File: src/design/bfsp_ram.sv
`timescale 1ns / 1ps
// ----------------------------------------------------------------------------
// bfsp_ram
// Simple dual-port synchronous memory, one write and one registered read.
// ----------------------------------------------------------------------------
module bfsp_ram #(
  parameter int WIDTH = 33,
  parameter int DEPTH = 64,
  parameter int AW    = 6
) (
  input  logic             clk,
  input  logic             we,
  input  logic [AW-1:0]    waddr,
  input  logic [WIDTH-1:0] wdata,
  input  logic [AW-1:0]    raddr,
  output logic [WIDTH-1:0] rdata
);

  logic [WIDTH-1:0] mem [DEPTH];

  always_ff @(posedge clk) begin
    if (we) begin
      mem[waddr] <= wdata;
    end
    rdata <= mem[raddr];
  end

endmodule

File: config.mk
export PLATFORM = sky130hd
export DESIGN_NAME = bfsp_ram
export DESIGN_NICKNAME = d
export VERILOG_FILES = /design/src/design/bfsp_ram.sv
export SDC_FILE = /design/constraint.sdc
export NUM_CORES = 2
export LEC_CHECK = 0
export BUFFER_PORTS_ARGS = -buffer_cell sky130_fd_sc_hd__buf_2
export CORE_MARGIN = 3
export CORE_UTILIZATION = 47
export CTS_CLUSTER_SIZE = 10
export DETAILED_ROUTE_END_ITERATION = 10
export PLACE_DENSITY = 0.63
export SETUP_SLACK_MARGIN = 0.3
export SLEW_MARGIN = 20
export SYNTH_ARGS = -nofsm -noshare
export SYNTH_HDL_FRONTEND = slang
export SYNTH_SLANG_ARGS = --single-unit
File: constraint.sdc
create_clock -name clk -period 3.8 [get_ports clk]
set_input_delay 0.19 -clock clk [delete_from_list [all_inputs] [get_ports clk]]
set_output_delay 0.19 -clock clk [all_outputs]
set_load 0.02 [all_outputs]
==> impl_results.md <==
- Most frequent cells in the layout: 2112 x edfxtp_1, 485 x mux4_2, 234 x clkbuf_16
- Commonest non-fill, non-tap cell in the layout: edfxtp_1
- Nets@finish: 3954
- Post-synth cell types: 46
- Final setup TNS: 0 ps
- Maxcap violations: 0
- ANT nets after route: 0
- Drt drc: 0
- Period utilisation layout: 63.54%
- Critical path buffers and inverters: 3
- HPWL Detailed: approximately 110000 um
- Clk_lat worst skew: ~840 ps
- Vias: 39390
- Chip width: 421.6 um
- # IOs: 80
- Max stage delay on crit path: 720 ps
- Seq/Total Area, Yosys: 78.92%
- Max-slew violation count: 0
- Hold Vio Cnt, Final: 0
- Final setup vio count: 0
- Core area: between 150000 and 200000 sq um
- Post-Syn Instances: 3598
- Postcts setup bufs: 0
- Syn nets: roughly 3600
- Rows: 151
- Avg Vias per Cell: 6.191
- Vias in the first global route: 39540
- VDD IR max: 0.0004366 V
- Worst Setup End Kind: flip-flop
- Drt first-iter violations: 4674
- P&R area growth vs syn: 14.11%
- TritonCTS Buffers: approximately 230
- Die H: 421.6 um
- Post-synthesis register bit count: ~2100
- Critical path's top delay family: simple AND/OR/NAND/NOR gates
- Port bufs: 79
- Rel. slew slack: 28.86%
- Critical path type: input pin to flip-flop
- Pwr/cell area: 525.2 nW/um^2
- Worst Max-Slew Pin Slew: 1067 ps
- Largest net degree at the start of global routing: 92
- H-tree levels: 4
- Pleak: ~29 nW
- Data required, critical path: 4530 ps
- Deepest clock path buffer count: 3
- Drt pass-1 iters: 5
- Hold WC Path Type: input pin to flip-flop
- Final GP Congestion: 0.7753
- Worst-path cell chain: dlygate4sd3_1, buf_2, nor2b_1, nand2_1, buf_4, o221ai_1, o22ai_1, and3_1
- Mean post-synth cell area: 22.57 sq um
- CTS clk-pin slew, worst paths: roughly 60 ps
- Congestion Overflow GR: 0
- DR WL/cell: 32.54 um
- Crit-path slowest cell: nor2b_1
- First-pass GRT wire length: 297100 um
- Synthesized area: roughly 81000 sq um
- Initial Util: 47.59%
- Clk sinks: between 2000 and 2500
- Final min period: around 2400 ps
- WL final: 207000 um
- Synth warn: 0
- CTS tree: done
- CP arrival: 3150 ps
- GRT Overall Usage: 23.42%
- Min Hold Slack: roughly 100 ps
- CTS root buf: clkbuf_16
- Share of cells above drive strength 1: between 20% and 30%
- RSZ-0062 raised after global routing: false
- Worst-path fanout max: 7
- Final setup skew: 27.32 ps
- Crit path launch type: input pin
- FMAX: 0.4141 GHz
- Status: complete, no violations
- Initial antenna violation count: 11
- DIE AREA: 177800 sq um
[worst register-to-register path: stages, from the launching register on]
cell and delay (ps):
edfxtp_1 360, mux4_2 470, o22ai_1 230, a21oi_1 100, o32ai_1 510, a211oi_1 160
[metal layers]
| layer | track usage (%) | share of wire, % | routed length (um) | up-vias |
|---|---|---|---|---|
| li1 | - | - | - | 15970 |
| met1 | 33.73 | 41 | 84500 | 21340 |
| met2 | 36.86 | 48 | 99990 | 1779 |
| met3 | 4.488 | 8.2 | 16900 | 289 |
| met4 | 6.827 | 2.7 | 5587 | 4 |
| met5 | 0 | 0.013 | 27 | - |
[flip-flops by register name (all words and copies together) (netlist names)]
name / flops
rdata: 33
mem: 2112
[cells in the mapped netlist (all sizes together)]
master | number | area share [%]
edfxtp | 2112 | 78
mux4 | 485 | 13
buf | 122 | 1.1
nand2 | 102 | 0.47
mux2i | 96 | 1.2
nand3 | 86 | 0.53
clkbuf | 82 | 0.38
a22oi | 77 | 0.71
nor2 | 71 | 0.33
o22ai | 59 | 0.45
o221ai | 46 | 0.50
nand4 | 41 | 0.32
dfxtp | 33 | 0.81
a211oi | 29 | 0.33
nor2b | 23 | 0.18
and3 | 19 | 0.15
a21oi | 17 | 0.10
o21ai | 13 | 0.080
and2 | 12 | 0.092
a211o | 8 | 0.086
a221oi | 8 | 0.086
o211ai | 8 | 0.074
o221a | 8 | 0.11
mux2 | 6 | 0.083
nand2b | 5 | 0.039
nor3 | 5 | 0.031
a31oi | 4 | 0.031
and4b | 4 | 0.049
or3 | 3 | 0.023
or3b | 3 | 0.032
inv | 2 | 0.0092
nand3b | 2 | 0.018
a31o | 1 | 0.011
clkinv | 1 | 0.0046
nand4b | 1 | 0.011
o2111ai | 1 | 0.011
o22a | 1 | 0.011
o32ai | 1 | 0.011
or2 | 1 | 0.0077
[cells by family after synthesis]
| kind of cell | after synthesis | share of synthesized area (%) |
|---|---|---|
| compound gates | 281 | 2.609 |
| buf+inv | 207 | 1.473 |
| flops | 2145 | 78.92 |
| mux | 587 | 14.72 |
| simple gates | 378 | 2.273 |
[path summary, 6_finish.rpt]
check,startpoint,to,slack (ps),depth (start not counted)
max,raddr[5],rdata[16]$_DFF_P_,1390,8
min,wdata[16],mem[8][16]$_DFFE_PP_,100,1
max reg2reg,mem[28][32]$_DFFE_PP_,rdata[32]$_DFF_P_,1800,5
min reg2reg,mem[8][29]$_DFFE_PP_,rdata[29]$_DFF_P_,810,4
[per-stage QoR]
step                setup slack [ps]  total power, mW  util [%]  std cells  cell area [sq um]
floorplan                      379.9            28.06         -       3598              81190
global placement               849.7            29.16     50.20       5934              85640
detailed placement             848.8            29.20     50.20       5934              85640
CTS                             1389            48.99     54.12       6332              92330
global route                    1360            50.14     54.31       6362              92650
finish                          1385            48.66     54.31       6362              92650
[timing repair]
item                      CTS  global route
gates resized for setup     0             0
hold endpoints to repair  175          1472
hold buffers                9            23
[cell type report]
cell class | count | area (sq um)
fill | 12760 | 77960
timing repair buffer | 278 | 2645
antenna | 6 | 15.01
clock inverter | 14 | 203.9
inverter | 3 | 11.26
sequential | 2145 | 64080
multi-input combinational | 1246 | 16430
clock buffer | 375 | 6395
tap | 2295 | 2872
[power breakdown]
part | switching, mW | internal (mW)
logic | 1.53 | 0.874
clock network | 8.60 | 11.4
registers | 0.0909 | 26.2
total | 10.2 | 38.4
Note: power is estimated with default switching activity, not from simulation.
