`src/design/bfsp_pkg.sv`:
```
`timescale 1ns / 1ps
// ----------------------------------------------------------------------------
// bfsp_pkg
// Shared types, codes and defaults for the shortest path core.
// ----------------------------------------------------------------------------
package bfsp_pkg;

  // node fields are fixed at six bits, node counts at seven
  localparam int NODE_BITS = 6;
  localparam int NCNT_BITS = 7;

  localparam int DEF_MAX_NODES   = 64;
  localparam int DEF_MAX_EDGES   = 256;
  localparam int DEF_WEIGHT_BITS = 16;
  localparam int DEF_DIST_BITS   = 32;

  localparam int ADDR_BITS = 3;
  localparam int DATA_BITS = 32;

  localparam logic [1:0] REQ_ADD   = 2'd0;
  localparam logic [1:0] REQ_RUN   = 2'd1;
  localparam logic [1:0] REQ_CLEAR = 2'd2;

  localparam logic REG_NODE_COUNT  = 1'b0;
  localparam logic REG_SOURCE_NODE = 1'b1;

  localparam logic [NCNT_BITS-1:0] NODE_COUNT_RESET = 7'd64;

  typedef enum logic [2:0] {
    ST_IDLE,
    ST_INIT,
    ST_PIN,
    ST_RELAX,
    ST_DRAIN,
    ST_COPY,
    ST_EMIT
  } state_t;

  typedef struct packed {
    logic                 init_we;
    logic                 pin_we;
    logic                 relax_issue;
    logic                 copy_rd;
    logic                 emit_rd;
    logic [NCNT_BITS-1:0] idx;
  } ctl_t;

endpackage

```
`src/design/bfsp_ctrl.sv`:
```
`timescale 1ns / 1ps
// ----------------------------------------------------------------------------
// bfsp_ctrl
// Run sequencer: init sweep, per-pass pin/relax/copy, final emit sweep.
// ----------------------------------------------------------------------------
module bfsp_ctrl #(
  parameter int MAX_EDGES = bfsp_pkg::DEF_MAX_EDGES,
  parameter int EA        = (MAX_EDGES > 1) ? $clog2(MAX_EDGES) : 1,
  parameter int ET        = $clog2(MAX_EDGES + 1)
) (
  input  logic                           clk,
  input  logic                           rst,
  input  logic                           run,
  input  logic [bfsp_pkg::NCNT_BITS-1:0] n,
  input  logic                           src_ok,
  input  logic [ET-1:0]                  edge_total,
  input  logic                           pipe_busy,
  output logic                           busy,
  output logic [EA-1:0]                  edge_addr,
  output bfsp_pkg::ctl_t                 ctl
);

  localparam int NC = bfsp_pkg::NCNT_BITS;

  bfsp_pkg::state_t state, state_next;
  logic [NC-1:0] idx;
  logic [NC-1:0] pass_left;
  logic [ET-1:0] eaddr;
  logic          idx_end;
  logic          edge_end;

  assign idx_end  = (idx == n - NC'(1));
  assign edge_end = ((eaddr + ET'(1)) == edge_total);

  always_comb begin
    state_next = state;
    unique case (state)
      bfsp_pkg::ST_IDLE: begin
        if (run) state_next = bfsp_pkg::ST_INIT;
      end
      bfsp_pkg::ST_INIT: begin
        if (idx_end) begin
          state_next = (n == NC'(1)) ? bfsp_pkg::ST_EMIT : bfsp_pkg::ST_PIN;
        end
      end
      bfsp_pkg::ST_PIN: begin
        state_next = (edge_total == '0) ? bfsp_pkg::ST_DRAIN : bfsp_pkg::ST_RELAX;
      end
      bfsp_pkg::ST_RELAX: begin
        if (edge_end) state_next = bfsp_pkg::ST_DRAIN;
      end
      bfsp_pkg::ST_DRAIN: begin
        if (!pipe_busy) begin
          // the copy after the final pass is never read
          state_next = (pass_left == NC'(1)) ? bfsp_pkg::ST_EMIT : bfsp_pkg::ST_COPY;
        end
      end
      bfsp_pkg::ST_COPY: begin
        if (idx_end) state_next = bfsp_pkg::ST_PIN;
      end
      bfsp_pkg::ST_EMIT: begin
        if (idx_end) state_next = bfsp_pkg::ST_IDLE;
      end
      default: state_next = bfsp_pkg::ST_IDLE;
    endcase
  end

  always_comb begin
    ctl             = '0;
    ctl.idx         = idx;
    busy            = 1'b1;
    unique case (state)
      bfsp_pkg::ST_IDLE:  busy            = 1'b0;
      bfsp_pkg::ST_INIT:  ctl.init_we     = 1'b1;
      bfsp_pkg::ST_PIN:   ctl.pin_we      = src_ok;
      bfsp_pkg::ST_RELAX: ctl.relax_issue = 1'b1;
      bfsp_pkg::ST_DRAIN: ;
      bfsp_pkg::ST_COPY:  ctl.copy_rd     = 1'b1;
      bfsp_pkg::ST_EMIT:  ctl.emit_rd     = 1'b1;
      default:            busy            = 1'b1;
    endcase
  end

  assign edge_addr = eaddr[EA-1:0];

  always_ff @(posedge clk) begin
    if (rst) begin
      state     <= bfsp_pkg::ST_IDLE;
      idx       <= '0;
      pass_left <= '0;
      eaddr     <= '0;
    end else begin
      state <= state_next;
      if (state != state_next) begin
        idx <= '0;
      end else begin
        idx <= idx + NC'(1);
      end
      if (state == bfsp_pkg::ST_IDLE) begin
        pass_left <= n - NC'(1);
      end else if (state == bfsp_pkg::ST_DRAIN && !pipe_busy) begin
        pass_left <= pass_left - NC'(1);
      end
      if (state == bfsp_pkg::ST_RELAX) begin
        eaddr <= eaddr + ET'(1);
      end else begin
        eaddr <= '0;
      end
    end
  end

endmodule

```
`config.mk`:
```
export PLATFORM = sky130hd
export DESIGN_NAME = bfsp_ctrl
export DESIGN_NICKNAME = d
export VERILOG_FILES = /design/src/design/bfsp_pkg.sv /design/src/design/bfsp_ctrl.sv
export SDC_FILE = /design/constraint.sdc
export NUM_CORES = 1
export LEC_CHECK = 0
export CELL_PAD_IN_SITES_DETAIL_PLACEMENT = 2
export CELL_PAD_IN_SITES_GLOBAL_PLACEMENT = 2
export CORE_MARGIN = 10
export CORE_UTILIZATION = 25
export CTS_CLUSTER_SIZE = 10
export DETAILED_ROUTE_END_ITERATION = 10
export DONT_BUFFER_PORTS = 1
export PLACE_DENSITY_LB_ADDON = 0.1
export SLEW_MARGIN = 20
export SYNTH_ARGS = -nofsm -noshare
export SYNTH_HDL_FRONTEND = slang
export SYNTH_SLANG_ARGS = --single-unit
```
`constraint.sdc`:
```
create_clock -name clk -period 2 [get_ports clk]
set_input_delay 0.1 -clock clk [delete_from_list [all_inputs] [get_ports clk]]
set_output_delay 0.1 -clock clk [all_outputs]
set_load 0.03 [all_outputs]
```
==> flow_summary.toml, run 1 <==
[yosys]
ys_seq_elements = 26
ys_types = 53
yosysWarnings = 0
synthCells = 240
synth_area_leaders = "dfxtp_1 (26%), xor2_1 (8.3%), xnor2_1 (7.8%)"
ys_seq_area_frac = 0.2582
synth_edf_count = 0
avgSynthCellArea_um2 = 8.399
syn-cell-area_um2 = 2016
ys.flop_type = "dfxtp_1"
synth_nets = 267
async_reset_ff_frac = 0
synth_top_area_share = 0.2582
synth_top_cell_by_area = "dfxtp_1"

[routing]
ant_nets = 0
drtIter0Drc = 47
firstDrtPassIters = 4
vias_per_cell = 4.932
wl_um = 6420
wire_per_inst_um = 17.35
via_count = 1825
post-route-drc-count = 0

[clock_network]
cts_buffers = 3
cts_max_level = 1
numClockSinks = 26
root_buffer = "clkbuf_8"
clkLatencyLatePin_ns = 0.28
path_clk_slew_ns = 0.10
cts_tree = "yes"
clock_path_buffers = 2
cts_setup_buffers = 0

[placed_design]
place_area_um2 = 2342
hpwlAfterDp_um = 5326
dp_slack_ns = -0.1011
gp_congestion = 0.7749
port_buffers = 0

[layout]
area_growth_pct = 22.28
n_fill_cell = 914
layout-drive-gt1-share = 0.2388
final_cell_mix = "buf_4 (42), nor2_1 (21), dfxtp_1 (21)"
antenna_cells = 0
fin_nets = 296
multi_input_area_um2 = 1380
final_core_util = 0.3173
final_common_cell = "buf_4"
regArea_um2 = 529.3
fin_area_um2 = 2465

[sta]
fin_crit_ns = 1.945
rsz0062_at_grt = "yes"
fmax_ghz = 0.5142
finalCritPeriodShare = 0.9723
fin_hold_ws_ns = 0.02852
setup_viol = 0
worst_pin_slew_ns = 0.5215
finalClockSkew_ns = 0.008724
setup_slack_ns = 0.05532
drv_slew = 0
hold_violations = 0
max_slew_margin = 0.6491

[power_and_ir_drop]
pwr_density_cell_nw_per_um2 = 448.7
vdd_ir_drop_max_mv = 0.2136
power_uw = 1106
p_leak_uw = 0.0009453

[setup_path]
cp_slowest_stage_delay_ns = 0.37
required_ns = 2.22
start_kind = "register"
critical_path_class = "register to register"
endpoint_kind = "register"
critPathArrivalTime_ns = 2.16
crit_chain = "ha_4 > xor2_2 > a2111oi_4 > o2111a_1 > nand4_1 > or3_1 > a31oi_1"
cp_slowest_cell = "dfxtp_4"
crit_path_max_fanout = 3

[die]
io_pins = 42
die_h_um = 109.8
dieArea_um2 = 12050
row_count = 32
initial_core_util = 0.2595
coreArea_um2 = 7767
dieWidth_um = 109.8

[outcome]
status = "completed"

[global_route]
grt_pass1_wl_um = 10500
grt_pass1_vias = 1975
grt_util_all_layers = 0.1091
antenna_found_initial = 0
grt_max_degree = 16
global_route.overflow_total = 0

[run]
maxCapViolCount = 0

[worst_hold_path]
hold_path_class = "input pin to register"
-- layer usage --
| layer | GRT usage | vias to the layer above | part of all wire |
|---|---|---|---|
| met5 | 0 | - | 0 |
| met4 | 0.01394 | 0 | 0.0048 |
| met3 | 0.03452 | 5 | 0.051 |
| met2 | 0.1660 | 25 | 0.43 |
| met1 | 0.1502 | 884 | 0.51 |
| li1 | - | 911 | - |
-- synth_stat cells, types with 3 or more instances --
master and instances:
nand2_1 14, xnor2_1 18, clkbuf_1 8, ha_1 6
nor2b_1 6, dfxtp_1 26, and2_1 5, buf_4 9
buf_2 3, o21ai_0 3, nor2_1 21, and3_1 5
a31oi_1 3, or3_1 5, a211oi_1 12, nand4_1 3
nor3_1 6, xor2_1 19, inv_1 7, a21oi_1 7
nand3_1 12, and4_1 3
-- repair_timing --
| item | in CTS | in global routing |
|---|---|---|
| pin swaps | 6 | 2 |
| endpoints found under the hold margin | 10 | 0 |
| gates resized for setup | 8 | 5 |
| hold buffers | 2 | 0 |
| endpoints found under the setup margin | 10 | 10 |
-- power breakdown --
part	internal [uW]	total, uW	switching, uW
clock	177	362	185
combinational	89.0	191	102
sequential	535	553	17.8
total	801	1110	305
-- final timing paths --
kind	start	endpoint	slack [ns]	cells past startpoint
min reg2reg	pass_left[1]	pass_left[1]	0.49	1
max	eaddr[1]	state[2]	0.06	7
max reg2reg	eaddr[1]	state[2]	0.06	7
min	n[4]	pass_left[4]	0.03	3
-- cell type report --
class,instances,area share
clock buffer,4,0.02234
sequential,26,0.2147
multi-input combinational,186,0.5599
timing repair buffer,45,0.1406
tap,102,0.05178
inverter,7,0.01066
-- cell families after synthesis --
family,share of synthesized area
and+or+nand+nor,0.2762
muxes,0.004966
adders and majority gates,0.03724
xor gates and xnor gates,0.1719
buffers and inverters,0.07449
DFF,0.2582
AOI/OAI and AO/OA,0.1769
-- critical path, delay by kind of cell (launching register included) --
family | cells | cell delay, ns
AOI/OAI and AO/OA | 3 | 0.55
and+or+nand+nor | 2 | 0.54
DFF | 1 | 0.37
adders and majority gates | 1 | 0.25
xor gates and xnor gates | 1 | 0.18
-- metrics by stage --
step	TNS, ns	std cells
2_1_floorplan	0	240
3_3_place_gp	-0.3926	364
3_5_place_dp	-0.5835	364
4_1_cts	0	370
5_1_grt	-0.6813	370
6_report	0	370
-- registers in the layout, summed over array words and instances, names as in the netlist --
signal	count
pass_left	7
state	3
eaddr	9
idx	7
No activity file was read; power rests on OpenSTA's default activity.
==> run 2: changes to the inputs <==
==> constraint.sdc (replaced) <==
create_clock -name clk -period 2 [get_ports clk]
set_input_delay 0.2 -clock clk [delete_from_list [all_inputs] [get_ports clk]]
set_output_delay 0.2 -clock clk [all_outputs]
set_load 0.03 [all_outputs]
==> run 2 against run 1 <==
Net effect: wire length up 1.5%; maximum frequency shrank 0.93%; flip-flop and latch count unchanged; global-route usage increased by 0.29 points; sequential power is essentially flat; power decreased by 0.83%; first-iteration DRC count increased by 11%; via count shrank 0.55%; cell count stayed put; largest power group unchanged; clock power fell by 3%; critical path depth did not move.
==> flow_summary.toml, run 2 (synthesized netlist as in run 1, its figures left out) <==
[power_and_ir_drop]
power_uw = 1097
clkPwrFrac = 0.321
vdd_ir_drop_max_mv = 0.2610
pwr_density_cell_nw_per_um2 = 444.1
pwr-share-comb = 0.175
swShare = 0.2688
seqPwrFrac = 0.504
p_sw_uw = 294.8
p_leak_uw = 0.0009469
p_int_uw = 802.1

[worst_hold_path]
hold_depth = 2
min_from = "rst"
hold_path_end = "state[2]"
hold_path_class = "input pin to register"

[sta]
fmax_ghz = 0.5095
fin_crit_ns = 1.963
max_slew_margin = 0.6432
finalCritPeriodShare = 0.9814
final.setup.tns_ns = 0
fin_hold_ws_ns = 0.07200
setup_slack_ns = 0.03716
worst_pin_slew_ns = 0.5302
finalClockSkew_ns = 0.009459
hold_violations = 0
rsz0062_at_grt = "yes"
setup_viol = 0
drv_slew = 0

[die]
dieWidth_um = 109.8
initial_core_util = 0.2595
die_h_um = 109.8
row_count = 32
coreArea_um2 = 7767
dieArea_um2 = 12050
io_pins = 42

[routing]
firstDrtPassIters = 4
drtIter0Drc = 52
via_count = 1815
post-route-drc-count = 0
wire_per_inst_um = 17.61
vias_per_cell = 4.905
wl_um = 6514
ant_nets = 0

[setup_path]
required_ns = 2.21
critical_path_class = "register to register"
r2r_end = "state[2]"
start_kind = "register"
critPathArrivalTime_ns = 2.17
worstReg2RegStart = "eaddr[0]"
worst-r2r-setup-slack_ns = 0.04
reg2regPathDepth = 7
crit_path_max_fanout = 3
path_buf_inv = 0
cp_slowest_cell = "or3_1"
endpoint_kind = "register"
cp.depth = 7
crit_chain = "ha_4 > xor2_2 > a2111oi_4 > o2111a_1 > nand4_1 > or3_1 > a31oi_1"
cp_slowest_stage_delay_ns = 0.40
crit_family = "compound AO/OA/AOI/OAI gates"

[layout]
final_common_cell = "buf_4"
fin_area_um2 = 2470
final_cell_mix = "buf_4 (40), nor2_1 (21), dfxtp_1 (20)"
layout-drive-gt1-share = 0.2425
largest_register_ff_count = 9
area_growth_pct = 22.53
fin_nets = 296
antenna_cells = 0
top_register = "eaddr"
largestRegisters = "eaddr: 9 flops, idx: 7 flops, pass_left: 7 flops"

[global_route]
grt_pass1_wl_um = 10670
global_route.overflow_total = 0
grt_max_degree = 16
grt_pass1_vias = 1969
antenna_found_initial = 0
grt_util_all_layers = 0.1119

[clock_network]
clkLatencyLatePin_ns = 0.28
cts_max_level = 1
path_clk_slew_ns = 0.10
root_buffer = "clkbuf_8"
clock_path_buffers = 2
cts_buffers = 3
cts_tree = "yes"
numClockSinks = 26

[placed_design]
gp_congestion = 0.7739
dp_slack_ns = -0.1141
hpwlAfterDp_um = 5410
place_area_um2 = 2342
port_buffers = 0

[run]
maxCapViolCount = 0

[outcome]
status = "completed"
-- run 2: how the worst max path moves through the flow --
stage,from,to
3_3_place_gp,eaddr[2],state[2]
2_1_floorplan,eaddr[0],state[2]
3_5_place_dp,eaddr[2],state[2]
5_1_grt,eaddr[0],state[2]
4_1_cts,eaddr[0],state[2]
6_report,eaddr[0],state[2]
-- run 2: power groups by stage --
stage / registers (uW) / clock network, uW / logic, uW
4_1_cts: 555 / 371 / 197
3_3_place_gp: 566 / 0 / 188
6_report: 553 / 352 / 192
3_5_place_dp: 567 / 0 / 189
5_1_grt: 557 / 406 / 218
2_1_floorplan: 568 / 0 / 130
-- run 2: stage by stage --
stage | util | instances
final | 0.3180 | 370
after floorplan | - | 240
after detailed placement | 0.3015 | 364
after global placement | 0.3015 | 364
after global routing | 0.3180 | 370
after CTS | 0.3160 | 370
-- run 2: what timing repair did --
item / in CTS / in global routing
endpoints found under the setup margin: 10 / 10
gates cloned: 0 / 0
hold buffers: 2 / 0
hold endpoints to repair: 8 / 0
gates resized for setup: 10 / 5
setup buffers: 0 / 0
pin swaps: 2 / 5
-- run 2: area by class of cell --
cell class / count / area (um2)
clock buffers: 4 / 55.05
fillers: 927 / 5298
inverters: 7 / 26.28
multi-input cells: 186 / 1376
flip-flops and latches: 26 / 530.5
well taps: 102 / 127.6
repair buffers: 45 / 354.1
-- run 2: metal layers --
layer | up-vias | global-route usage | routed length [um]
met5 | - | 0 | 0
met4 | 0 | 0.01394 | 34
met3 | 2 | 0.03979 | 404
met2 | 22 | 0.1812 | 2984
met1 | 883 | 0.1431 | 3090
li1 | 908 | - | -
-- run 2: worst reg2reg max path, stage by stage (launching register included) --
cell,delay (ns)
dfxtp_2,0.35
ha_4,0.25
xor2_2,0.18
a2111oi_4,0.22
o2111a_1,0.23
nand4_1,0.15
or3_1,0.40
a31oi_1,0.14
