$ cat src/design/bfsp_pkg.sv
`timescale 1ns / 1ps
// ----------------------------------------------------------------------------
// bfsp_pkg
// Shared types, codes and defaults for the shortest path core.
// ----------------------------------------------------------------------------
package bfsp_pkg;

  // node fields are fixed at six bits, node counts at seven
  localparam int NODE_BITS = 6;
  localparam int NCNT_BITS = 7;

  localparam int DEF_MAX_NODES   = 64;
  localparam int DEF_MAX_EDGES   = 256;
  localparam int DEF_WEIGHT_BITS = 16;
  localparam int DEF_DIST_BITS   = 32;

  localparam int ADDR_BITS = 3;
  localparam int DATA_BITS = 32;

  localparam logic [1:0] REQ_ADD   = 2'd0;
  localparam logic [1:0] REQ_RUN   = 2'd1;
  localparam logic [1:0] REQ_CLEAR = 2'd2;

  localparam logic REG_NODE_COUNT  = 1'b0;
  localparam logic REG_SOURCE_NODE = 1'b1;

  localparam logic [NCNT_BITS-1:0] NODE_COUNT_RESET = 7'd64;

  typedef enum logic [2:0] {
    ST_IDLE,
    ST_INIT,
    ST_PIN,
    ST_RELAX,
    ST_DRAIN,
    ST_COPY,
    ST_EMIT
  } state_t;

  typedef struct packed {
    logic                 init_we;
    logic                 pin_we;
    logic                 relax_issue;
    logic                 copy_rd;
    logic                 emit_rd;
    logic [NCNT_BITS-1:0] idx;
  } ctl_t;

endpackage

$ cat src/design/bfsp_relax.sv
`timescale 1ns / 1ps
// ----------------------------------------------------------------------------
// bfsp_relax
// Edge relaxation pipeline: distance lookup, saturating sum, compare, update.
// ----------------------------------------------------------------------------
module bfsp_relax #(
  parameter int MAX_NODES   = bfsp_pkg::DEF_MAX_NODES,
  parameter int WEIGHT_BITS = bfsp_pkg::DEF_WEIGHT_BITS,
  parameter int DIST_BITS   = bfsp_pkg::DEF_DIST_BITS,
  parameter int NA          = $clog2(MAX_NODES)
) (
  input  logic                           clk,
  input  logic                           rst,
  input  logic                           issue,
  input  logic [bfsp_pkg::NCNT_BITS-1:0] n,
  input  logic [bfsp_pkg::NODE_BITS-1:0] edge_tail,
  input  logic [bfsp_pkg::NODE_BITS-1:0] edge_head,
  input  logic [WEIGHT_BITS-1:0]         edge_w,
  input  logic [DIST_BITS:0]             prev_q,
  input  logic [DIST_BITS:0]             curr_q,
  output logic [NA-1:0]                  prev_raddr,
  output logic [NA-1:0]                  curr_raddr,
  output logic                           wr_en,
  output logic [NA-1:0]                  wr_addr,
  output logic [DIST_BITS:0]             wr_data,
  output logic                           busy
);

  localparam int D  = DIST_BITS;
  localparam int W  = WEIGHT_BITS;
  localparam int SW = ((D > W) ? D : W) + 1;
  localparam logic signed [SW-1:0] SUM_MAX = {{(SW-D+1){1'b0}}, {(D-1){1'b1}}};
  localparam logic signed [SW-1:0] SUM_MIN = {{(SW-D+1){1'b1}}, {(D-1){1'b0}}};

  logic             b_valid;
  logic             in_range;
  logic             c_valid;
  logic [NA-1:0]    c_addr;
  logic [W-1:0]     c_w;
  logic             c_fwd;
  logic [D:0]       c_fwd_data;

  logic [D:0]       cur_word;
  logic signed [SW-1:0] sum;
  logic [D-1:0]     cand;

  // stage b: edge word is out of the store, look up both endpoints
  assign in_range   = ({1'b0, edge_tail} < n) && ({1'b0, edge_head} < n);
  assign prev_raddr = edge_tail[NA-1:0];
  assign curr_raddr = edge_head[NA-1:0];

  always_ff @(posedge clk) begin
    if (rst) begin
      b_valid <= 1'b0;
      c_valid <= 1'b0;
      c_fwd   <= 1'b0;
    end else begin
      b_valid <= issue;
      c_valid <= b_valid && in_range;
      // the read in stage b misses a write landing on the same node now
      c_fwd   <= wr_en && (wr_addr == edge_head[NA-1:0]);
    end
  end

  always_ff @(posedge clk) begin
    c_addr     <= edge_head[NA-1:0];
    c_w        <= edge_w;
    c_fwd_data <= wr_data;
  end

  // stage c: saturating candidate against the current head distance
  always_comb begin
    cur_word = c_fwd ? c_fwd_data : curr_q;
    sum = $signed({{(SW-D){prev_q[D-1]}}, prev_q[D-1:0]})
        + $signed({{(SW-W){c_w[W-1]}}, c_w});
    if (sum > SUM_MAX) begin
      cand = SUM_MAX[D-1:0];
    end else if (sum < SUM_MIN) begin
      cand = SUM_MIN[D-1:0];
    end else begin
      cand = sum[D-1:0];
    end
  end

  assign wr_en   = c_valid && prev_q[D]
                 && (!cur_word[D] || ($signed(cand) < $signed(cur_word[D-1:0])));
  assign wr_addr = c_addr;
  assign wr_data = {1'b1, cand};
  assign busy    = b_valid || c_valid;

  a_wr_in_range: assert property (@(posedge clk) disable iff (rst)
    wr_en |-> ({{(bfsp_pkg::NCNT_BITS-NA){1'b0}}, wr_addr} < n))
    else $error("relaxation wrote a node outside node count");

  a_wr_from_pipe: assert property (@(posedge clk) disable iff (rst)
    wr_en |-> $past(b_valid))
    else $error("update without an edge in flight");

endmodule

$ cat config.mk
export PLATFORM = sky130hd
export DESIGN_NAME = bfsp_relax
export DESIGN_NICKNAME = d
export VERILOG_FILES = /design/src/design/bfsp_pkg.sv /design/src/design/bfsp_relax.sv
export SDC_FILE = /design/constraint.sdc
export NUM_CORES = 1
export LEC_CHECK = 0
export BUFFER_PORTS_ARGS = -buffer_cell sky130_fd_sc_hd__buf_2
export CORE_MARGIN = 4
export CORE_UTILIZATION = 55
export DETAILED_ROUTE_END_ITERATION = 7
export PLACE_DENSITY = 0.87
export RECOVER_POWER = 50
export SETUP_SLACK_MARGIN = 0.02
export SLEW_MARGIN = 15
export SYNTH_ARGS = -nofsm -noshare
export SYNTH_HDL_FRONTEND = slang
export SYNTH_SLANG_ARGS = --single-unit
$ cat constraint.sdc
create_clock -name clk -period 16.69 [get_ports clk]
set_input_delay 3.338 -clock clk [delete_from_list [all_inputs] [get_ports clk]]
set_output_delay 3.338 -clock clk [all_outputs]
set_load 0.05 [all_outputs]
==> results of run 1 <==
[final cells by class]
class / instances / share of cell area
Tap cell: 102 / 0.0235
Multi-Input combinational cell: 412 / 0.581
Clock buffer: 12 / 0.0268
Inverter: 19 / 0.0132
Clock inverter: 3 / 0.00323
Timing Repair Buffer: 156 / 0.141
Sequential cell: 57 / 0.211
[routing by layer]
layer	up-vias	wire length, um	global-route usage
met3	37	1220	0.0828
met1	2029	5110	0.308
li1	2192	-	-
met2	245	5920	0.426
met4	0	359	0.0945
met5	-	0	0
[stage by stage]
stage / cells / hold slack [ns]
6_report: 761 / 0.474
5_1_grt: 761 / 0.498
4_1_cts: 761 / 0.477
3_5_place_dp: 746 / 0.467
3_3_place_gp: 746 / 0.459
2_1_floorplan: 519 / 0.448
[placed cells by master, fill, tap and decap left out, types with 2 or more instances in the layout]
| cell | instances |
|---|---|
| buf_2 | 142 |
| ha_1 | 73 |
| dfxtp_1 | 56 |
| o21ai_0 | 48 |
| a21oi_1 | 40 |
| mux2i_1 | 34 |
| nand2_1 | 25 |
| a21o_1 | 22 |
| nor2_1 | 20 |
| inv_1 | 19 |
| xor2_1 | 17 |
| clkbuf_1 | 15 |
| xnor2_1 | 14 |
| nand4_1 | 11 |
| nand3_1 | 11 |
| nor2b_1 | 11 |
| clkbuf_8 | 10 |
| nor3_1 | 9 |
| a211oi_1 | 6 |
| o21a_1 | 6 |
| a31oi_1 | 6 |
| o31ai_1 | 6 |
| o211ai_1 | 5 |
| nor4_1 | 4 |
| a211o_1 | 4 |
| o21bai_1 | 4 |
| o211a_1 | 3 |
| a21boi_0 | 3 |
| nand2b_1 | 3 |
| and2b_1 | 2 |
| a221oi_1 | 2 |
| o41ai_1 | 2 |
| o311ai_0 | 2 |
| clkinv_2 | 2 |
[registers in the layout, summed over array words and instances, names as in the netlist]
register    flops
c_fwd_data     32
c_valid         1
c_w            16
b_valid         1
wr_addr         6
c_fwd           1
[power by group through the flow]
stage	Combinational, mW	Clock (mW)	Sequential [mW]
3_3_place_gp	0.264	0	0.168
5_1_grt	0.296	0.121	0.169
4_1_cts	0.272	0.114	0.167
3_5_place_dp	0.270	0	0.170
2_1_floorplan	0.200	0	0.171
6_report	0.274	0.112	0.167
[final timing paths]
kind | slack (ns) | depth (start not counted) | endpoint | startpoint
worst min-delay path | 0.47 | 1 | c_valid | b_valid
worst max-delay path | 3.99 | 23 | wr_en | prev_q[0]
worst min register to register | 0.47 | 1 | c_valid | b_valid
worst max register to register | 10.25 | 19 | c_fwd | c_w[15]
[logic make-up after synthesis]
| family | Yosys count |
|---|---|
| other | 1 |
| adder cells (fa/ha/maj) | 75 |
| flip-flops | 57 |
| AO/OA/AOI/OAI | 170 |
| buffers and inverters | 50 |
| XOR/XNOR | 31 |
| multiplexers | 34 |
| AND/OR/NAND/NOR | 101 |
[worst register-to-register path: stages (launching register included)]
cell      delay [ns]
dfxtp_1         0.74
ha_1            0.45
a21oi_1         0.17
o21ai_0         0.12
a211oi_1        0.27
nor2_1          0.07
nor4_1          0.53
nand3_1         0.18
mux2i_1         1.46
o21ai_0         0.59
ha_1            0.46
a21oi_1         0.14
nor2b_1         0.07
o21ai_0         0.17
a21oi_1         0.09
a211oi_1        0.26
nand2_1         0.12
nor3_1          0.23
a31oi_1         0.14
nor2_1          0.11
==> impl_metrics.csv, run 1 <==
group,metric,value,unit
floorplan,die-area,9760,sq um
synth,synthTopCellsByCount,"ha_1 (73), dfxtp_1 (57), o21ai_0 (48)",
synth,synth_compound_area_frac,0.240,
pwr,cellLeakagePower,2.56,nW
finish,design_area,5420,sq um
hold_path,hp-class,"reg2reg",
worst_setup_path,path_cells,"buf_2 -> ha_1 -> inv_1 -> fa_1 -> and2b_1 -> o31a_2 -> o22ai_2 -> o311a_1 -> or4b_1 -> nand3_1 -> mux2i_1 -> o21ai_0 -> ha_1 -> a21oi_1 -> nor2b_1 -> o21ai_0 -> a21oi_1 -> a211oi_1 -> nand2_1 -> nor3_1 -> a31oi_1 -> nor2b_1 -> buf_2",
synth,ys_warn_count,0,
grt,grt_max_degree,35,
clock_network,htree_levels,3,
finish,multi_input_area,3150,sq um
synth,muxShareOfSynthArea,0.0750,
synth,netlist.area_leader.share,0.252,
sta,finalSetupViolCount,0,
floorplan,num_io_pins,157,
floorplan,die_h,98.8,um
clock_network,cts.path.max_buffers,2,
drt,ant_nets,0,
sta,relSlewSlack,-0.289,
sta,report.final.slew_viol_count,32,
pwr,p_per_area,102,nW/um^2
clock_network,cts_hold_buf,0,
run,maxCapViolCount,1,
drt,drc,0,
clock_network,clk_latency,0.35,ns
finish,drive_gt1_frac,0.244,
finish,regArea,1140,sq um
synth,synthSimpleGateAreaFrac,0.112,
floorplan,core,7890,sq um
grt,overflow,0,
pwr,cellInternalPower,300,uW
worst_setup_path,cpLargestDelayFamily,"compound AO/OA/AOI/OAI gates",
place,placed_area,5280,sq um
finish,nFillCells,650,
synth,ys.flop_type,"dfxtp_1",
drt,dr_total_vias,4503,
synth,yosysMostFrequentCell,"ha_1",
clock_network,clock_sinks,57,
finish,fin_util,0.687,
worst_setup_path,critPathRequiredTime,13.35,ns
pwr,clkPwrFrac,0.203,
pwr,switching_share,0.457,
synth,synth_top_family_by_area,"compound AO/OA/AOI/OAI gates",
sta,rsz0062_at_grt,"no",
floorplan,start_util,0.575,
place,port_buffers,155,
synth,synth.area.top_cells,"dfxtp_1 (25%), ha_1 (20%), mux2i_1 (7.5%)",
clock_network,clk_pin_slew,0.07,ns
clock_network,cts.repair.resized,0,
sta,finalHoldViolations,0,
clock_network,clock-root-buffer,"clkbuf_8",
run_status,status,"complete, but fails checks",
drt,wl,12600,um
floorplan,die_w,98.8,um
worst_setup_path,path_buf_inv,3,
drt,avgRoutedWirePerCell,16.6,um
sta,fin_ws,3.99,ns
worst_setup_path,max_stage_delay,1.46,ns
finish,nets,833,
grt,grt_pass1_wl,20500,um
clock_network,post_cts_buffers,0,
drt,drtIter0Drc,219,
synth,avgSynthCellArea,8.74,sq um
synth,syn_nets,697,
worst_setup_path,startpoint_type,"input pin",
finish,area_growth,19.5,%
place,pre_cts_slack,4.77,ns
synth,synth-async-reset-ratio,0,
floorplan,placementRows,32,
clock_network,cts_made_buffers,9,
worst_setup_path,crit_type,"in2out",
synth,postSynthCellCount,519,
grt,first_global_vias,4579,
sta,tns,0,ns
synth,ys_seq_area_frac,0.252,
pwr,total_power,553,uW
place,gp_congestion,0.912,
synth,synth-edff-count,0,
drt,viasPerCell,5.92,
sta,worst_slew_pin_slew,1.88,ns
run_status,violations,"capacitance limit, slew limit",
place,dp_hpwl,10300,um
worst_setup_path,cp_slowest_cell,"mux2i_1",
synth,synthAdderAreaFrac,0.208,
clock_network,cts_tree,"built",
sta,max_freq,78.7,MHz
synth,synthDistinctLibCells,53,
sta,timing.final.crit_period,12.70,ns
finish,antenna_cells,0,
synth,synth.ff_latch_count,57,
synth,synth_area,4540,sq um
grt,grt_usage,0.256,
grt,antenna_found_initial,0,
pwr,switchingPower,253,uW
worst_setup_path,crit_path_end_kind,"output port",
pwr,p_comb_frac,0.495,
synth,synth_xor_area_frac,0.0599,
drt,first_pass_iters,5,
pwr,pwr-share-seq,0.302,
synth,yosysTopAreaCell,"dfxtp_1",
worst_setup_path,crit_fanout,31,
sta,finalCritPeriodShare,0.761,
worst_setup_path,worstPathArrival,9.37,ns
sta,final.setup_skew,0.0119,ns
pwr,peakVddDrop,0.0477,mV
Note: power is estimated with default switching activity, not from simulation.
==> run 2: changes to the inputs <==
Settings changed: ABC_AREA set to 1, CORE_UTILIZATION 55 to 47, PLACE_DENSITY 0.87 to 0.78.
Clock period 16.69 ns to 10.46 ns, I/O delays scaled along.
==> impl_metrics.csv, run 2 <==
group,metric,value,unit
clock_network,cts_made_buffers,9,
synth,synth_area,4620,sq um
floorplan,die_h,107,um
clock_network,clk_latency,0.35,ns
grt,grt_pass1_wl,19800,um
pwr,peakVddDrop,0.0737,mV
floorplan,placementRows,35,
worst_setup_path,crit_fanout,32,
worst_setup_path,critPathRequiredTime,8.37,ns
place,gp_congestion,0.932,
hold_path,hold_end,"c_valid",
worst_setup_path,reg2reg_to,"c_fwd",
synth,synthDistinctLibCells,44,
clock_network,clk_pin_slew,0.06,ns
worst_setup_path,worstPathArrival,6.61,ns
synth,ys.flop_type,"dfxtp_1",
sta,relSlewSlack,0.318,
floorplan,die-area,11500,sq um
finish,nets,918,
worst_setup_path,crit_type,"in2out",
worst_setup_path,path_buf_inv,6,
sta,final.setup_skew,0.0131,ns
finish,top_register,"c_fwd_data",
hold_path,min_from,"b_valid",
grt,first_global_vias,4436,
synth,yosysTopAreaCell,"dfxtp_1",
worst_setup_path,crit_path_end_kind,"output port",
worst_setup_path,rr_startpoint,"c_w[15]",
drt,viasPerCell,5.00,
clock_network,htree_levels,3,
hold_path,holdPathStages,1,
sta,finalSetupViolCount,0,
pwr,p_per_area,172,nW/um^2
clock_network,post_cts_buffers,0,
sta,max_freq,115,MHz
grt,overflow,0,
drt,dr_total_vias,4371,
sta,report.final.slew_viol_count,0,
clock_network,clock-root-buffer,"clkbuf_8",
synth,synth-edff-count,0,
clock_network,cts.repair.resized,0,
drt,first_pass_iters,4,
synth,synth.area.top_cells,"dfxtp_1 (25%), ha_1 (20%), nand2_1 (10%)",
run,maxCapViolCount,0,
clock_network,cts_tree,"built",
worst_setup_path,cp_slowest_cell,"nand2_1",
synth,synthTopCellsByCount,"nand2_1 (124), ha_1 (73), inv_1 (59)",
drt,avgRoutedWirePerCell,13.9,um
place,dp_hpwl,10300,um
sta,rsz0062_at_grt,"no",
drt,ant_nets,0,
clock_network,clock_sinks,57,
sta,finalHoldViolations,0,
synth,syn_nets,775,
drt,drtIter0Drc,154,
clock_network,cts_hold_buf,0,
finish,mostFrequentLayoutCells,"nand2_1 (129), buf_2 (129), ha_1 (73), inv_1 (59), dfxtp_1 (56)",
sta,timing.final.crit_period,8.71,ns
worst_setup_path,max_stage_delay,0.61,ns
place,port_buffers,155,
finish,nFillCells,873,
run_status,status,"completed",
grt,grt_max_degree,34,
drt,drc,0,
sta,finalHoldWorstSlack,0.483,ns
drt,wl,12200,um
grt,antenna_found_initial,0,
sta,finalCritPeriodShare,0.832,
synth,yosysMostFrequentCell,"nand2_1",
clock_network,cts.path.max_buffers,2,
floorplan,start_util,0.490,
hold_path,hp-class,"reg2reg",
finish,antenna_cells,0,
finish,largest_register_ffs,32,
worst_setup_path,startpoint_type,"input pin",
pwr,cellLeakagePower,2.83,nW
synth,avgSynthCellArea,7.73,sq um
sta,worst_slew_pin_slew,1.02,ns
floorplan,core,9420,sq um
grt,grt_usage,0.213,
synth,synth.ff_latch_count,57,
floorplan,die_w,107,um
synth,ys_warn_count,0,
synth,ys_seq_area_frac,0.247,
worst_setup_path,cpLargestDelayFamily,"simple AND/OR/NAND/NOR gates",
finish,drive_gt1_frac,0.256,
worst_setup_path,r2r_slack,5.67,ns
synth,netlist.area_leader.share,0.247,
finish,area_growth,20.5,%
worst_setup_path,crit_top_cell,"nand2_1",
floorplan,num_io_pins,157,
worst_setup_path,r2r_cells,25,
synth,postSynthCellCount,597,
sta,tns,0,ns
synth,synth-async-reset-ratio,0,
## run 2: through the flow
stage               power [mW]  cell area, sq um   util  worst slack (ns)  cells
global placement         0.736              5410  0.575              2.17    858
finish                   0.956              5560  0.591              1.75    874
global route              1.02              5560  0.591              1.22    874
CTS                      0.966              5620  0.597              2.09    874
detailed placement       0.750              5410  0.575              2.09    858
floorplan                0.631              4620      -              1.58    597
## run 2: power by group
group	internal [mW]	leakage, nW	switching, mW	total [mW]
clock	0.117	0.0985	0.0991	0.216
sequential	0.259	0.480	0.0121	0.271
combinational	0.135	2.26	0.334	0.469
total	0.511	2.83	0.445	0.956
## run 2: area by class of cell
class                      instances  area, sq um  share of cell area
clock buffer                      10          138              0.0247
clock inverter                     6         67.6              0.0121
inverter                          68          255              0.0459
multi-input combinational        449         3050               0.549
sequential                        57         1140               0.205
tap                              129          161              0.0290
timing repair buffer             155          743               0.134
## run 2: cell families (layout without fill, tap and decap cells)
group,Yosys count,count (layout),share of synthesized area
and+or+nand+nor,208,208,0.208
AOI/OAI and AO/OA,104,104,0.129
buffers and inverters,91,239,0.0862
adders and majority gates,74,74,0.202
DFF,57,57,0.247
muxes,32,32,0.0697
xor gates and xnor gates,30,30,0.0569
other,1,1,0.000812
## run 2: routing by layer
layer | global-route usage | wire length (um) | part of all wire
met2 | 0.383 | 6110 | 0.50
met1 | 0.252 | 5030 | 0.41
met5 | 0 | 0 | 0
met3 | 0.0427 | 862 | 0.071
met4 | 0.0676 | 185 | 0.015
## run 2: worst reg2reg max path, cell delays in order (launching register included)
cell and delay, ns:
dfxtp_1 0.77, ha_1 0.42, nand2_2 0.10, inv_1 0.04
nand2_1 0.05, nand2_1 0.04, a21oi_1 0.16, nand2_1 0.14
nand2_1 0.11, nand3_1 0.07, nand2_1 0.23, clkinv_1 0.11
nand2_1 0.61, o21ai_0 0.44, ha_1 0.34, a21oi_1 0.13
nor2_1 0.05, a211oi_1 0.19, o221a_2 0.22, nand2_1 0.07
nand2_2 0.07, nand2_1 0.05, nand2_1 0.07, nand3_2 0.10
nand2_2 0.09, nor2_2 0.03
## run 2: worst max path at each step
stage               cells after the start  slack (ns)  endpoint  startpoint
global placement                       31        2.17     wr_en   prev_q[0]
global route                           30        1.22     wr_en   prev_q[0]
detailed placement                     31        2.09     wr_en   prev_q[0]
CTS                                    31        2.09     wr_en   prev_q[0]
finish                                 31        1.75     wr_en   prev_q[0]
floorplan                              29        1.58     wr_en   prev_q[0]
